==> src/design/rpcs_pkg.sv <==
package rpcs_pkg;

    localparam int CHANNELS_DEF  = 4;
    localparam int TIME_BITS_DEF = 32;

    localparam int CAL_W   = 40;
    localparam int CFG_W   = 40;
    localparam int CFG_IDX_W = 3;
    localparam int DIV_W   = 64;
    localparam int MUL_W   = 33;

    localparam logic [CFG_IDX_W-1:0] CFG_CAL0     = 3'd0;
    localparam logic [CFG_IDX_W-1:0] CFG_CAL1     = 3'd1;
    localparam logic [CFG_IDX_W-1:0] CFG_CAL2     = 3'd2;
    localparam logic [CFG_IDX_W-1:0] CFG_CAL3     = 3'd3;
    localparam logic [CFG_IDX_W-1:0] CFG_RPM_MODE = 3'd4;
    localparam logic [CFG_IDX_W-1:0] CFG_POWER    = 3'd5;

    localparam logic [CAL_W-1:0] CAL0_RESET  = 40'd192030057;
    localparam logic [CAL_W-1:0] CAL_RESET   = 40'd192030042;
    localparam logic [23:0]      POWER_RESET = 24'd7373800;

    localparam logic [31:0] WIN_LOW_CH0 = 32'd950;
    localparam logic [31:0] WIN_LOW     = 32'd700;
    localparam logic [31:0] WIN_HIGH    = 32'd2700;
    localparam logic signed [12:0] RAW_INVALID = -13'sd999;
    localparam logic signed [15:0] CH3_SCALE   = 16'sd11500;
    localparam logic [15:0] MOTOR_W_MAX = 16'd65535;
    localparam logic [5:0]  VOLT_SCALE  = 6'd50;
    localparam int POWER_FULL   = 2700;
    localparam int CUR_DEN_K    = 25;
    localparam int RPM_A_K      = 78125;
    localparam int RPM_N_K      = 37;
    localparam int RPM_DEN_K    = 128000;

    function automatic logic signed [31:0] sat32(input logic signed [DIV_W-1:0] v);
        logic signed [31:0] r;
        if (v > 64'sd2147483647)
        begin
            r = 32'sh7FFFFFFF;
        end
        else if (v < -64'sd2147483648)
        begin
            r = 32'sh80000000;
        end
        else
        begin
            r = v[31:0];
        end
        return r;
    endfunction

endpackage

==> src/design/rpcs_mul.sv <==
module rpcs_mul (
    input  logic                                 clk,
    input  logic signed [rpcs_pkg::MUL_W-1:0]     a,
    input  logic signed [rpcs_pkg::MUL_W-1:0]     b,
    output logic signed [rpcs_pkg::DIV_W-1:0]     p_reg
);
    import rpcs_pkg::*;

    logic signed [2*MUL_W-1:0] p_next;

    assign p_next = a * b;

    always_ff @(posedge clk)
    begin
        p_reg <= p_next[DIV_W-1:0];
    end

endmodule

==> config.mk <==
export PLATFORM = sky130hd
export DESIGN_NAME = rpcs_mul
export DESIGN_NICKNAME = d
export VERILOG_FILES = /design/src/design/rpcs_pkg.sv /design/src/design/rpcs_mul.sv
export SDC_FILE = /design/constraint.sdc
export NUM_CORES = 2
export LEC_CHECK = 0
export ABC_AREA = 1
export BUFFER_PORTS_ARGS = -buffer_cell sky130_fd_sc_hd__clkbuf_2
export CORE_MARGIN = 1.5
export CORE_UTILIZATION = 65
export DETAILED_ROUTE_END_ITERATION = 12
export GPL_TIMING_DRIVEN = 0
export MAX_ROUTING_LAYER = met4
export PLACE_DENSITY_LB_ADDON = 0.12
export SYNTH_ARGS = -nofsm -noshare
export SYNTH_HDL_FRONTEND = slang
export SYNTH_SLANG_ARGS = --single-unit
==> constraint.sdc <==
create_clock -name clk -period 17.9 [get_ports clk]
set_input_delay 1.79 -clock clk [delete_from_list [all_inputs] [get_ports clk]]
set_output_delay 1.79 -clock clk [all_outputs]
set_load 0.005 [all_outputs]
==> out/metrics.cfg <==
[critical_path]
cp.required_ns = 18.12
startpoint = b[8]
critPathKind = in2reg
cp_max_fo = 10
startpoint_type = input pin
critical-path-slowest-cell = clkbuf_1
cpPeakStageDelay_ns = 0.87
cp.arrival_ns = 10.79
cp.buffers_inverters = 10
path_delay_family = adder cells
endpoint_kind = flip-flop

[yosys]
syn_nets = 6753
synth_edf_count = 0
synth_area_um2 = 42040
ys_async_sr_fraction_pct = 0
yosysWarnings = 0
seq_area_frac_synth_pct = 3.048
yosys_most_used_dff = dfxtp_1
synth_cells = 5349
yosys_register_bits = 64
avgSynthCellArea_um2 = 7.859
ys_types = 32

[global_route]
grtUsageTotal_pct = 52.55
grt.overflow.total = 0
grt_max_degree = 26
grt_pass1_wl_um = 238200
antenna_found_initial = 14
grt_pass1_vias = 36830

[drt]
avgViaCountPerCell = 5.606
initialDrtViolationCount = 4190
vias = 35330
wl_per_cell_um = 25.70
totalWireLength_um = 162000
drt_pass1_iterations = 7
drc = 0
antenna_left = 0

[floorplan]
rows = 93
io_pins = 131
die_w_um = 257.3
die-area_um2 = 66210
initial_utilization_pct = 65.45
dieHeight_um = 257.3
core_um2 = 64230

[finish]
final.fill_count = 5443
final_core_util_pct = 68.20
areaGrowthSynthToFinish_pct = 4.199
final_nets = 6829
fin_cells = 6302
final_layout_size_suffix_gt1_share_pct = 2.505
regArea_um2 = 1281
largest_register_ffs = 64
multi_input_area_um2 = 33010

[run_status]
status = finished with violations
violations = max-capacitance violations, max-slew violations

[timing]
setup_tns_ns = 0
max_slew.worst_pin.slew_ns = 1.660
setup_viol = 0
relSlewSlack_pct = -10.66
max_freq_ghz = 0.09462
rsz0062_at_grt = no
post-route-period-util_pct = 59.04
final_max_slew_viol_count = 11
fin_crit_ns = 10.57
hold_viol_final = 0

[hold_path]
hold_start = a[0]
hp-class = in2reg
min_path_cells = 3
min_to = p_reg[0]$_DFF_P_

[clock_network]
cts-root-buf = clkbuf_16
cts_resized = 0
hold_buffers = 0
cts_made_buffers = 9
cts.path.max_buffers = 2
htree_levels = 3
cts.sinks = 64
cts_tree = done
post_cts_buffers = 0
clk_pin_slew_worst_paths_ns = 0.06

[run]
maxCapViolCount = 1

[placement]
dp_hpwl_um = 140300
io_buffers = 65
place.gp.congestion = 1.113
dp.cells = 6269

-- per-layer routing --
layer,vias to the layer above,wire length [um],share of wire [%],global-route usage (%)
met5,-,0,0,-
met4,0,13510,8.3,33.15
met3,655,24800,15,21.37
met2,2558,69280,43,75.19
met1,17410,54360,34,61.59
li1,14700,-,-,-
-- stage by stage --
step | setup WS (ns) | hold slack [ns] | instance area [um^2]
CTS | 7.532 | 2.082 | 43760
global placement | 7.222 | 2.160 | 43440
detailed placement | 7.221 | 2.161 | 43440
finish | 7.331 | 2.164 | 43810
global route | 7.186 | 2.112 | 43790
floorplan | 9.148 | 2.054 | 42040
-- layout make-up --
class                      count  share of cell area [%]
clock inverter                 7                  0.2342
antenna                       17                 0.09711
tap                          855                   2.442
buffer                       263                   2.259
sequential                    64                   2.925
timing repair buffer          65                  0.7426
inverter                    1800                   15.42
clock buffer                   9                  0.5141
multi-input combinational   3222                   75.36
-- kinds of logic (layout without fill, tap and decap cells) --
| group | count (synthesis) | count (layout) | share of synthesized area (%) |
|---|---|---|---|
| buffers and inverters | 2063 | 2144 | 18.43 |
| and+or+nand+nor | 1706 | 1706 | 16.03 |
| adders and majority gates | 1337 | 1337 | 59.88 |
| AOI/OAI and AO/OA | 143 | 143 | 1.863 |
| DFF | 64 | 64 | 3.048 |
| xor gates and xnor gates | 36 | 36 | 0.7500 |
| other | 0 | 17 | 0 |
-- synth_stat cells (20+ instances only) --
| master | n | share of area, % |
|---|---|---|
| inv_1 | 1799 | 16 |
| nand2_1 | 1431 | 13 |
| fa_1 | 1125 | 54 |
| clkbuf_1 | 261 | 2.3 |
| ha_1 | 212 | 6.3 |
| nor2_1 | 129 | 1.2 |
| a21oi_1 | 75 | 0.89 |
| nand3_1 | 66 | 0.79 |
| dfxtp_1 | 64 | 3.0 |
| o21ai_0 | 35 | 0.42 |
| xor2_1 | 31 | 0.65 |
| nand4_1 | 20 | 0.30 |
-- worst max-delay path by stage --
stage,end,slack [ns],cells past startpoint
3_5_place_dp,p_reg[56]$_DFF_P_,7.22,28
6_report,p_reg[56]$_DFF_P_,7.33,28
4_1_cts,p_reg[56]$_DFF_P_,7.53,28
5_1_grt,p_reg[56]$_DFF_P_,7.19,26
3_3_place_gp,p_reg[56]$_DFF_P_,7.22,28
2_1_floorplan,p_reg[50]$_DFF_P_,9.15,26
-- placed cells by master, fill, tap and decap left out, types with 4 or more instances in the layout --
master     count
a21o_1         5
a21oi_1       75
clkbuf_1     261
clkbuf_16      9
clkbuf_2      65
dfxtp_1       64
diode_2       17
fa_1        1125
ha_1         212
inv_1       1799
nand2_1     1431
nand2_2       14
nand3_1       66
nand3_2        6
nand4_1       20
nor2_1       129
nor2_2        17
nor3_1         6
nor3_2         4
o21ai_0       35
o21ai_1        7
o21bai_1      18
or2_2          6
xnor2_1        5
xor2_1        31
Power is left out: the tool's default activity adds up to more than one toggle a clock period on the data nets, which glitch-free logic cannot reach.
