## src/design/rpcs_pkg.sv

```systemverilog
package rpcs_pkg;

    localparam int CHANNELS_DEF  = 4;
    localparam int TIME_BITS_DEF = 32;

    localparam int CAL_W   = 40;
    localparam int CFG_W   = 40;
    localparam int CFG_IDX_W = 3;
    localparam int DIV_W   = 64;
    localparam int MUL_W   = 33;

    localparam logic [CFG_IDX_W-1:0] CFG_CAL0     = 3'd0;
    localparam logic [CFG_IDX_W-1:0] CFG_CAL1     = 3'd1;
    localparam logic [CFG_IDX_W-1:0] CFG_CAL2     = 3'd2;
    localparam logic [CFG_IDX_W-1:0] CFG_CAL3     = 3'd3;
    localparam logic [CFG_IDX_W-1:0] CFG_RPM_MODE = 3'd4;
    localparam logic [CFG_IDX_W-1:0] CFG_POWER    = 3'd5;

    localparam logic [CAL_W-1:0] CAL0_RESET  = 40'd192030057;
    localparam logic [CAL_W-1:0] CAL_RESET   = 40'd192030042;
    localparam logic [23:0]      POWER_RESET = 24'd7373800;

    localparam logic [31:0] WIN_LOW_CH0 = 32'd950;
    localparam logic [31:0] WIN_LOW     = 32'd700;
    localparam logic [31:0] WIN_HIGH    = 32'd2700;
    localparam logic signed [12:0] RAW_INVALID = -13'sd999;
    localparam logic signed [15:0] CH3_SCALE   = 16'sd11500;
    localparam logic [15:0] MOTOR_W_MAX = 16'd65535;
    localparam logic [5:0]  VOLT_SCALE  = 6'd50;
    localparam int POWER_FULL   = 2700;
    localparam int CUR_DEN_K    = 25;
    localparam int RPM_A_K      = 78125;
    localparam int RPM_N_K      = 37;
    localparam int RPM_DEN_K    = 128000;

    function automatic logic signed [31:0] sat32(input logic signed [DIV_W-1:0] v);
        logic signed [31:0] r;
        if (v > 64'sd2147483647)
        begin
            r = 32'sh7FFFFFFF;
        end
        else if (v < -64'sd2147483648)
        begin
            r = 32'sh80000000;
        end
        else
        begin
            r = v[31:0];
        end
        return r;
    endfunction

endpackage

```

## src/design/rpcs_div.sv

```systemverilog
module rpcs_div (
    input  logic                               clk,
    input  logic                               rst_n,
    input  logic                               start,
    input  logic signed [rpcs_pkg::DIV_W-1:0]  num,
    input  logic signed [rpcs_pkg::DIV_W-1:0]  den,
    output logic                               done,
    output logic signed [rpcs_pkg::DIV_W-1:0]  quo
);
    import rpcs_pkg::*;

    localparam int CNT_W = $clog2(DIV_W + 1);

    logic               busy_reg, busy_next;
    logic               done_reg, done_next;
    logic [CNT_W-1:0]   cnt_reg, cnt_next;
    logic               neg_reg, neg_next;
    logic [DIV_W-1:0]   q_reg, q_next;
    logic [DIV_W-1:0]   d_reg, d_next;
    logic [DIV_W:0]     r_reg, r_next;
    logic [DIV_W:0]     r_sh;

    always_comb
    begin
        busy_next = busy_reg;
        done_next = 1'b0;
        cnt_next  = cnt_reg;
        neg_next  = neg_reg;
        q_next    = q_reg;
        d_next    = d_reg;
        r_next    = r_reg;
        r_sh      = {r_reg[DIV_W-1:0], q_reg[DIV_W-1]};
        if (start)
        begin
            busy_next = 1'b1;
            cnt_next  = CNT_W'(DIV_W);
            neg_next  = num[DIV_W-1] ^ den[DIV_W-1];
            q_next    = num[DIV_W-1] ? DIV_W'(-num) : DIV_W'(num);
            d_next    = den[DIV_W-1] ? DIV_W'(-den) : DIV_W'(den);
            r_next    = '0;
        end
        else if (busy_reg)
        begin
            if (r_sh >= {1'b0, d_reg})
            begin
                r_next = r_sh - {1'b0, d_reg};
                q_next = {q_reg[DIV_W-2:0], 1'b1};
            end
            else
            begin
                r_next = r_sh;
                q_next = {q_reg[DIV_W-2:0], 1'b0};
            end
            cnt_next = cnt_reg - 1'b1;
            if (cnt_reg == CNT_W'(1))
            begin
                busy_next = 1'b0;
                done_next = 1'b1;
            end
        end
    end

    always_ff @(posedge clk or negedge rst_n)
    begin
        if (!rst_n)
        begin
            busy_reg <= 1'b0;
            done_reg <= 1'b0;
            cnt_reg  <= '0;
        end
        else
        begin
            busy_reg <= busy_next;
            done_reg <= done_next;
            cnt_reg  <= cnt_next;
        end
    end

    always_ff @(posedge clk)
    begin
        neg_reg <= neg_next;
        q_reg   <= q_next;
        d_reg   <= d_next;
        r_reg   <= r_next;
    end

    assign done = done_reg;
    assign quo  = neg_reg ? -$signed(q_reg) : $signed(q_reg);

endmodule

```

## config.mk

```make
export PLATFORM = sky130hd
export DESIGN_NAME = rpcs_div
export DESIGN_NICKNAME = d
export VERILOG_FILES = /design/src/design/rpcs_pkg.sv /design/src/design/rpcs_div.sv
export SDC_FILE = /design/constraint.sdc
export NUM_CORES = 1
export LEC_CHECK = 0
export BUFFER_PORTS_ARGS = -buffer_cell sky130_fd_sc_hd__buf_2
export CAP_MARGIN = 10
export CORE_ASPECT_RATIO = 1.2
export CORE_MARGIN = 2
export CORE_UTILIZATION = 25
export CTS_CLUSTER_DIAMETER = 80
export DETAILED_ROUTE_END_ITERATION = 6
export PLACE_DENSITY = 0.41
export SETUP_SLACK_MARGIN = 0.1
export SLEW_MARGIN = 20
export SYNTH_ARGS = -nofsm -noshare
export SYNTH_HDL_FRONTEND = slang
export SYNTH_SLANG_ARGS = --single-unit
```

## constraint.sdc

```tcl
create_clock -name clk -period 5.57 [get_ports clk]
set_clock_uncertainty 0.15 [all_clocks]
set_input_delay 0.8355 -clock clk [delete_from_list [all_inputs] [get_ports clk]]
set_output_delay 0.8355 -clock clk [all_outputs]
set_load 0.005 [all_outputs]
```

==> summary.txt <==
Die Span Y: 278 um
Post-Syn Area: 15700 um2
Fin. Hold Viols: 0
Fmax achieved: 193 MHz
CP endpoint kind: primary output
Setup crit start: q_reg[4]$_DFFE_PP_
CTS root buf: clkbuf_16
Post-Syn Instances: 1851
initial antenna violation count: 2
max_slew headroom: 29.6%
commonest non-fill, non-tap cell in the layout: buf_2
Pleak: 0.00719 uW
vias in the first global route: 14200
via count: 14200
crit path setup slack, layout: 384 ps
CTS tree: built
yosys synthesis warning count: 0
Clk network pwr share: 26.0%
Detailed Routing Iterations Pass 1: 5
Place WS: 713 ps
global route overflow: 0
Placed Cells: 2788
total CTS buffers: 28
HP Class: reg -> reg
Yosys cell types: 75
layout cells sized above 1: 14.7%
Placeable Area: 62100 um2
Logic pwr share: 44.0%
max-slew violation count: 0
area share of the largest cell type after synthesis: 24.7%
filler cell count: 6782
Row Count: 100
CP Max Fanout: 4
DIE WIDTH: 232 um
Switch Pwr: 2960 uW
r2r endpoint: r_reg[13]$_SDFFE_PP0P_
synthesized area per cell: 8.46 um2
VDD IR max: 0.000224 V
Final #Nets: 2204
TritonCTS Sinks: 202
first-pass GRT wire length: 78300 um
Tcrit/Tclk final: 93.1%
ys flop type: edfxtp_1
status: finished, final reports clean
Slew @ Worst Pin: 1060 ps
Sum Neg Setup Slack: 0 ps
Reg clk slew, reported paths: 60 ps
critical path data arrival time: 4200 ps
DPL Wire Length: 38700 um
post-route ant nets: 0
Max-Cap Viols: 0
Skew-Pair Late Insertion Delay: 560 ps
Synthesized Nets: 2052
Final GP Congestion: 0.893
input/output buffers: 195
area grow syn2layout: 18.2%
sequential cell area fraction in the yosys report: 34.4%
via/cell ratio: 4.99
DP Area: 17500 um2
post-CTS setup buffer count: 0
Seq cells post-synth: 202
PD cells: 402 nW/um2
1st-iter DRT viols: 731
Internal: 4490 uW
final instance area: 18500 um2
synth top area cells: edfxtp_1, xnor2_1, dfxtp_1
# IOs: 196
clock tree buffer depth: 3
Required @ worst endpoint: 4580 ps
Reg2Reg Depth: 13
Async SR Flop Fraction: 4.46%
Final setup viols: 0
startpoint types: flop
number of flops mapped to enable cells by yosys: 129
Starting Density: 25.2%
min Tclk post-route: 5190 ps
Crit Path Class: reg -> out
RSZ-0062 raised after global routing: no
leading area contributor after synthesis: edfxtp_1
Non-Filler Instances: 2842
largest net degree at the start of global routing: 93
sequential share of power: 30.0%
gr usage total: 15.1%
most frequent cells in the layout: buf_2, nor2_1, nand2_1, xnor2_1, a21oi_1
DRC: 0
wire length per cell: 17.6 um
r2r setup slk: 1270 ps
crit path to: quo[60]
total wire length: 50200 um
Reg2Reg Launch Point: d_reg[10]$_DFFE_PP_
# H-tree levels: 1
Sw Ratio: 39.7%
WHS: 347 ps
die area: 64700 um2
kinds of logic (layout without fill, tap and decap cells):
family / Yosys count / count (layout) / synth area share, %
flip-flops: 202 / 202 / 34.4
AND/OR/NAND/NOR: 592 / 592 / 18.4
multiplexers: 13 / 13 / 0.855
AO/OA/AOI/OAI: 542 / 542 / 22.5
buffers and inverters: 187 / 361 / 4.53
adder cells (fa/ha/maj): 70 / 70 / 5.64
XOR/XNOR: 245 / 245 / 13.7
other: 0 / 1 / 0
repair_timing:
item                                   4_1_cts  5_1_grt
setup endpoints to repair                    0        1
resized for setup                            0        1
hold buffers                                 1        0
endpoints found under the hold margin        9        0
power groups by stage:
stage,combinational (uW),clock [uW],sequential (uW)
finish,3270,1940,2230
global route,3700,2070,2280
CTS,3310,2020,2230
detailed placement,3280,0,2260
global placement,3280,0,2260
floorplan,2370,0,2160
routing by layer:
layer  wire length, um  share of wire [%]  track usage (%)  up-vias
met2             24500                 49             26.6      347
met4              1700                3.4             5.49        2
met1             21600                 43             18.5     6685
li1                  -                  -                -     7074
met5                10              0.020                0        -
met3              2410                4.8             2.08       80
layout make-up:
class	instances	area (um2)	share of cell area, %
clock buffer	36	762	4.12
multi-input combinational	1462	9600	51.8
timing repair buffer	214	1150	6.24
antenna	1	2.50	0.0135
clock inverter	16	231	1.25
inverter	95	357	1.93
sequential	202	5380	29.1
tap	816	1020	5.52
critical path: stages (launching register included):
cell	delay, ps
edfxtp_1	440
nor4_1	440
nand3b_1	140
or2_2	330
or3_1	460
or3_1	430
or3_1	400
inv_1	100
nand3_1	210
o41ai_1	380
xnor2_1	170
buf_2	140
per-stage QoR:
stage	power (uW)	utilization, %
after floorplan	4530	-
after global placement	5540	28.2
after detailed placement	5540	28.2
after CTS	7560	29.8
after global routing	8040	29.8
final	7440	29.8
how the worst min path moves through the flow:
stage | slack (ps) | end | cells after the start | startpoint
detailed placement | 340 | r_reg[49]$_SDFFE_PP0P_ | 2 | r_reg[49]$_SDFFE_PP0P_
CTS | 350 | r_reg[60]$_SDFFE_PP0P_ | 2 | r_reg[60]$_SDFFE_PP0P_
finish | 350 | r_reg[60]$_SDFFE_PP0P_ | 2 | r_reg[60]$_SDFFE_PP0P_
global route | 370 | r_reg[26]$_SDFFE_PP0P_ | 2 | r_reg[25]$_SDFFE_PP0P_
global placement | 340 | r_reg[59]$_SDFFE_PP0P_ | 2 | r_reg[59]$_SDFFE_PP0P_
floorplan | 300 | r_reg[60]$_SDFFE_PP0P_ | 2 | r_reg[60]$_SDFFE_PP0P_
synthesized netlist by cell type (all sizes together) (4+ instances only):
| cell type | n |
|---|---|
| edfxtp | 129 |
| a32oi | 9 |
| nand2b | 14 |
| nand4 | 25 |
| inv | 95 |
| o21a | 5 |
| or4 | 27 |
| xnor2 | 160 |
| nand3 | 24 |
| nor3 | 24 |
| dfrtp | 9 |
| or3 | 44 |
| nor2 | 186 |
| a211oi | 45 |
| nand3b | 5 |
| a311oi | 11 |
| mux2i | 10 |
| o21bai | 14 |
| o21ai | 123 |
| dfxtp | 64 |
| o221ai | 4 |
| nand2 | 172 |
| o211ai | 8 |
| a21oi | 156 |
| xor2 | 85 |
| nor2b | 8 |
| or2 | 12 |
| and2 | 7 |
| and3 | 17 |
| a21o | 31 |
| ha | 69 |
| o41ai | 28 |
| o31ai | 60 |
| a31oi | 7 |
| buf | 13 |
| clkbuf | 79 |
| nor4 | 19 |
| a221oi | 6 |
No activity file was read; power rests on OpenSTA's default activity.
